**config.mk**
```make
export PLATFORM = sky130hd
export DESIGN_NAME = mfc_core
export DESIGN_NICKNAME = d
export VERILOG_FILES = /design/src/rtl/mfc_pkg.sv /design/src/rtl/mfc_core.sv
export SDC_FILE = /design/constraint.sdc
export NUM_CORES = 1
export LEC_CHECK = 0
export ABC_CLOCK_PERIOD_IN_PS = 5210
export BUFFER_PORTS_ARGS = -buffer_cell sky130_fd_sc_hd__buf_2
export CAP_MARGIN = 10
export CORE_ASPECT_RATIO = 1.4
export CORE_MARGIN = 2
export CORE_UTILIZATION = 45
export CTS_CLUSTER_DIAMETER = 50
export DETAILED_ROUTE_END_ITERATION = 12
export MAX_ROUTING_LAYER = met4
export PLACE_DENSITY = 0.74
export RECOVER_POWER = 100
export SLEW_MARGIN = 25
export SYNTH_ARGS = -nofsm -noshare
export SYNTH_HDL_FRONTEND = slang
export SYNTH_SLANG_ARGS = --single-unit
```
**constraint.sdc**
```tcl
create_clock -name i_clk -period 5.21 [get_ports i_clk]
set_input_delay 0.2605 -clock i_clk [delete_from_list [all_inputs] [get_ports i_clk]]
set_output_delay 0.2605 -clock i_clk [all_outputs]
set_load 0.02 [all_outputs]
```
**src/rtl/mfc_pkg.sv**
```systemverilog
`default_nettype none

package mfc_pkg;

    localparam int unsigned ADDR_W  = 48;
    localparam int unsigned POS_W   = 17;
    localparam int unsigned LEN_W   = 16;

    localparam logic [7:0]       END_BYTE    = 8'hFD;
    localparam logic [POS_W-1:0] HDR_LAST    = 17'd23;
    localparam logic [POS_W-1:0] HDR_CHECK   = 17'd24;
    localparam logic [POS_W-1:0] BODY_START  = 17'd25;
    localparam logic [POS_W-1:0] FRAME_EXTRA = 17'd28;

    typedef enum logic [0:0] {
        REG_HOST_ADDR = 1'b0,
        REG_TERM_ADDR = 1'b1
    } t_reg_index;

    typedef enum logic [2:0] {
        ST_OK        = 3'd0,
        ST_ADDR_BAD  = 3'd1,
        ST_TOO_SHORT = 3'd2,
        ST_SUM_BAD   = 3'd3,
        ST_END_BAD   = 3'd4
    } t_status;

    typedef struct packed {
        logic             valid;
        t_status          status;
        logic [POS_W-1:0] frame_length;
    } t_verdict;

endpackage

`default_nettype wire

```
**src/rtl/mfc_core.sv**
```systemverilog
`default_nettype none

module mfc_core (
    input  wire logic                        i_clk,
    input  wire logic                        i_rst_n,
    input  wire logic                        i_step,
    input  wire logic [7:0]                  i_byte,
    input  wire logic                        i_last,
    input  wire logic [mfc_pkg::ADDR_W-1:0]  i_host_addr,
    input  wire logic [mfc_pkg::ADDR_W-1:0]  i_term_addr,
    output mfc_pkg::t_verdict                o_verdict
);
    import mfc_pkg::*;

    logic [POS_W-1:0]  r_pos,     n_pos;
    logic [7:0]        r_hsum,    n_hsum;
    logic [7:0]        r_bsum,    n_bsum;
    logic [LEN_W-1:0]  r_len,     n_len;
    logic [ADDR_W-1:0] r_src,     n_src;
    logic [ADDR_W-1:0] r_dst,     n_dst;
    t_status           r_verdict, n_verdict;
    logic              r_fixed,   n_fixed;

    logic [POS_W-1:0]  body_end;
    logic [POS_W-1:0]  full_len;

    always_comb begin
        n_hsum    = r_hsum;
        n_bsum    = r_bsum;
        n_len     = r_len;
        n_src     = r_src;
        n_dst     = r_dst;
        n_verdict = r_verdict;
        n_fixed   = r_fixed;
        body_end  = {1'b0, r_len} + BODY_START;

        if (r_pos >= 17'd1 && r_pos <= HDR_LAST) begin
            n_hsum = r_hsum + i_byte;
        end
        if (r_pos >= 17'd2 && r_pos <= 17'd7) begin
            n_src = {i_byte, r_src[ADDR_W-1:8]};
        end
        if (r_pos >= 17'd8 && r_pos <= 17'd13) begin
            n_dst = {i_byte, r_dst[ADDR_W-1:8]};
        end
        if (r_pos == 17'd13 && !r_fixed &&
            (n_src != i_host_addr || n_dst != i_term_addr)) begin
            n_verdict = ST_ADDR_BAD;
            n_fixed   = 1'b1;
        end
        if (r_pos == 17'd15) begin
            n_len = {r_len[15:8], i_byte};
        end
        if (r_pos == 17'd16) begin
            n_len = {i_byte, r_len[7:0]};
        end
        if (r_pos == HDR_CHECK && !r_fixed && i_byte != (~r_hsum + 8'd1)) begin
            n_verdict = ST_SUM_BAD;
            n_fixed   = 1'b1;
        end
        if (!r_fixed && r_pos >= BODY_START) begin
            if (r_pos < body_end) begin
                n_bsum = r_bsum + i_byte;
            end else if (r_pos == body_end) begin
                if (r_verdict == ST_OK && i_byte != (~r_bsum + 8'd1)) begin
                    n_verdict = ST_SUM_BAD;
                end
            end else if (r_pos == body_end + 17'd1 || r_pos == body_end + 17'd2) begin
                if (r_verdict == ST_OK && i_byte != END_BYTE) begin
                    n_verdict = ST_END_BAD;
                end
            end
        end

        n_pos    = (r_pos != '1) ? r_pos + 17'd1 : r_pos;
        full_len = {1'b0, n_len} + FRAME_EXTRA;

        o_verdict.valid = i_step && i_last;
        if (n_fixed) begin
            o_verdict.status       = n_verdict;
            o_verdict.frame_length = n_pos;
        end else if (n_pos < BODY_START) begin
            o_verdict.status       = ST_TOO_SHORT;
            o_verdict.frame_length = n_pos;
        end else if (n_pos < full_len) begin
            o_verdict.status       = ST_TOO_SHORT;
            o_verdict.frame_length = full_len;
        end else begin
            o_verdict.status       = n_verdict;
            o_verdict.frame_length = full_len;
        end
    end

    always_ff @(posedge i_clk) begin
        if (!i_rst_n || (i_step && i_last)) begin
            r_pos     <= '0;
            r_hsum    <= '0;
            r_bsum    <= '0;
            r_len     <= '0;
            r_src     <= '0;
            r_dst     <= '0;
            r_verdict <= ST_OK;
            r_fixed   <= 1'b0;
        end else if (i_step) begin
            r_pos     <= n_pos;
            r_hsum    <= n_hsum;
            r_bsum    <= n_bsum;
            r_len     <= n_len;
            r_src     <= n_src;
            r_dst     <= n_dst;
            r_verdict <= n_verdict;
            r_fixed   <= n_fixed;
        end
    end

endmodule

`default_nettype wire

```
# After elaboration in Yosys (flattened, before gate mapping)
# Cells that the tools add are included.
# totals
regBits	149
out_inout_bits	21
# op_classes
n_reduce_logical	19
n_eq_ne	13
magnitude_cmp	10
mux	18
bitwise_logic	2
n_addsub	9
# ops
cell	n
$mux 48	2
$ne 48x48->1	2
$mux 20	3
$eq 17x17->1	3
$add 16x5->17 const B	2
$add 17x1->17 const B	2
$eq 17x4->1 const B	2
$eq 17x5->1 const B	2
$lt 17x17->1	2
$mux 3	8
$add 17x2->17 const B	1
$ge 17x1->1 const B	1
$ge 17x2->1 const B	1
$ge 17x4->1 const B	1
$ge 17x5->1 const B	1
$le 17x3->1 const B	1
$le 17x4->1 const B	1
$le 17x5->1 const B	1
$lt 17x5->1 const B	1
$mux 17	1
$ne 17x17->1 const B	1
$add 8x1->8 const B	2
$add 8x8->8	2
$mux 16	1
other kinds (11)	27

# Depth between registers and ports, before layout
# logic_depth
ltp_word	16
depth_mapped	21

# Least setup slack after synthesis
# Ideal clock, no wire load.
# synth_path
path_type	flip-flop to output port
start	register r_pos[2]
end	output port o_verdict[18] (netlist bit)
arrival_time_ns	3.935
t_required_ns	4.950
path_slack_ns	1.014
path_stages_with_launch	21
path_cell_list	dfxtp_1 clkbuf_1 and4b_1 nand4_1 buf_4 mux2i_1 ha_1 a21oi_1 nand3_1 xnor2_1 ha_1 a21o_1 a21o_1 a21oi_1 nor2b_1 o21ai_0 a21oi_1 a211oi_1 nand2_1 a211oi_1 nand2b_1
# synth_rtl
item	line	text
start, declared	mfc_core.sv:15	logic [POS_W-1:0] r_pos, n_pos;
start signal, assigned	mfc_core.sv:105	r_pos <= n_pos;
end, declared	mfc_core.sv:11	output mfc_pkg::t_verdict o_verdict

==> flow_summary.toml <==
[routing]
via_per_inst = 5.98
drc = 0
postRouteAntennaNets = 0
first_pass_iters = 5
wl_mm = 46.2
vias = 13352
wl_per_cell_um = 20.7
drt-initial-drc-count = 972

[global_routing]
met3_usage_pct = 4.03
use_met1_pct = 33.6
grt_max_degree = 78
antenna_found_initial = 2
use_met2_pct = 54.7
grt_busiest_layer = "met2"
grt_pass1_vias = 12896
grt-ovfl-total = 0
grt_pass1_wl_mm = 70.8
grt_use_total_pct = 31.2

[die]
dieArea_mm2 = 0.0302
initial_core_util_pct = 45.6
core_area_mm2 = 0.0284
ioPinCount = 129
die_x_um = 147
rows = 73
dieHeight_um = 205

[synthesis]
synth_area_leaders = "dfxtp_1 23%, nand2_1 7.5%, xnor2_1 6.8%"
yosysTopAreaCell = "dfxtp_1"
synth_edf_count = 0
yosysMostFrequentCell = "nand2_1"
netlist_instances = 1735
async_flop_share_pct = 0
synth-warning-count = 0
syn_avg_cell_area_um2 = 7.47
yosys-top-cells-count = "258 x nand2_1, 174 x a21oi_1, 149 x dfxtp_1"
synth-main-ff-cell = "dfxtp_1"
synth_cell_types = 98
synth_seq_area_share_pct = 23.0
ys_ff_latch = 149
syn-cell-area_mm2 = 0.0130
synth_nets = 1902
synth_top_area_share_pct = 23.0

[sta]
rsz0062_at_grt = "yes"
fmax_mhz = 197
hold_viol = 0
finalCritPeriodShare_pct = 97.3
slew_headroom_pct = -59.3
fin_skew_ns = 0.00884
slew_viol_final = 166
worst_slew_pin_slew_ns = 2.39
fin_ws_ns = 0.142
finalSetupViolations = 0
min_period_ns = 5.07
tns_ns = 0

[critical_path]
end_kind = "output pin"
critPathLaunchType = "register"
crit_type = "register to output pin"
path_max_fanout = 16
critPathArrivalTime_ns = 4.81
crit_required_ns = 4.95

[outcome]
violations = "max-capacitance violations, max-slew violations"
run_status = "finished, violations left"

[cts]
root_buffer = "clkbuf_16"
htreeDepth = 4
cts.sinks = 149
clk_latency_ns = 0.44
clock_path_buffers = 2
numCtsBuffers = 17
clkTransAtPathRegs_ns = 0.06
cts_tree = "yes"

[placed_design]
numPortBuffers = 128
place_ws_ns = 0.352
gp_congestion = 1.06
post-dp-hpwl_mm = 36.3
placement.cell_area_mm2 = 0.0140

[min_path]
hp-class = "input pin to register"

[finish]
final_util_pct = 51.6
num-fill-cells = 2797
drive_gt1_share_pct = 15.0
nets = 2013
finish.instance_area_mm2 = 0.0147
syn_to_final_growth_pct = 13.2

[pwr]
power.density_mw_per_mm2 = 184
p_leak_nw = 5.70
total_power_mw = 2.69
worst_ir_drop_vdd_uv = 231

[run]
drv_cap = 3
==> logic make-up (layout without fill, tap and decap cells) <==
family | count (synthesis) | after routing | share of synthesized area (%)
AOI/OAI and AO/OA | 397 | 397 | 20.0
xor gates and xnor gates | 197 | 197 | 13.6
adders and majority gates | 59 | 59 | 5.81
buffers and inverters | 204 | 326 | 6.68
DFF | 149 | 149 | 23.0
muxes | 56 | 56 | 4.52
other | 0 | 2 | 0
and+or+nand+nor | 673 | 673 | 26.4
==> area by class of cell <==
class,instances,area [µm²],share of cell area [%]
flip-flops and latches,149,2990,20.4
diodes,2,5.00,0.0341
well taps,375,469,3.20
clock inverters,9,58.8,0.401
inverters,102,383,2.61
repair buffers,194,1130,7.68
multi-input cells,1382,9180,62.6
clock buffers,21,450,3.07
==> cells in the final DEF, fill, tap and decap left out, types with 17 or more instances in the layout <==
cell | synthesis | final
nand3_1 | 56 | 56
xnor2_1 | 100 | 100
ha_1 | 57 | 56
nor3_1 | 30 | 30
mux2i_1 | 48 | 48
xor2_1 | 95 | 95
clkbuf_16 | 0 | 17
nand4_1 | 35 | 35
nor2b_1 | 31 | 30
inv_1 | 100 | 100
nor4_1 | 38 | 36
a21oi_1 | 174 | 173
nand2b_1 | 27 | 26
o22ai_1 | 24 | 24
dfxtp_1 | 149 | 145
buf_2 | 14 | 128
buf_4 | 9 | 60
nand2_1 | 258 | 258
nor2_1 | 95 | 95
o21ai_0 | 40 | 38
==> path summary, 6_finish.rpt <==
check,from,end,slack (ns),cells past startpoint
hold / removal,i_byte[4],r_len[4],0.22,3
setup / recovery,r_pos[6],o_verdict[4],0.14,13
hold reg to reg,r_src[5],r_src[5],0.45,2
setup reg to reg,r_len[1],r_verdict[1],0.93,14
==> where the power goes <==
group	switching, mW	total (mW)	leakage, nW	internal, mW
combinational	0.260	0.421	4.26	0.161
clock	0.502	1.11	0.241	0.611
sequential	0.0125	1.16	1.20	1.15
total	0.775	2.69	5.70	1.92
==> critical path: stages, from the launching register on <==
cell and delay, ns:
dfxtp_1 0.45, nor4_4 0.38, clkbuf_4 0.20, and3_1 0.40
nand2_2 0.26, o211a_1 0.29, a2111oi_2 0.31, nand4_1 0.27
nor4_4 0.44, a21oi_2 0.29, nor3b_2 0.21, buf_4 0.25
mux2i_1 0.37, buf_2 0.24
==> state kept, by name, summed over array words and instances (netlist names) <==
name and cells:
r_len 16, r_src 48, r_fixed 1, r_dst 48, r_hsum 8, r_pos 17, r_verdict 3, r_bsum 8
==> per-stage QoR <==
step / hold slack [ns] / instances
detailed placement: 0.450 / 2192
global placement: 0.441 / 2192
finish: 0.220 / 2234
CTS: 0.196 / 2223
floorplan: 0.431 / 1735
global route: 0.236 / 2234
==> layer usage <==
layer | wire [µm] | share of wire, % | vias up
met3 | 2760 | 6.0 | 180
met2 | 23200 | 50 | 563
met5 | 0 | 0 | -
met4 | 3050 | 6.6 | 0
li1 | - | - | 6342
met1 | 17100 | 37 | 6267
==> what timing repair did <==
item | 4_1_cts | 5_1_grt
pin swaps | 0 | 6
endpoints found under the setup margin | 3 | 10
buffers inserted | 1 | 8
gates cloned | 0 | 1
resized for setup | 5 | 15
hold buffers | 0 | 0
Note: power is estimated with default switching activity, not from simulation.
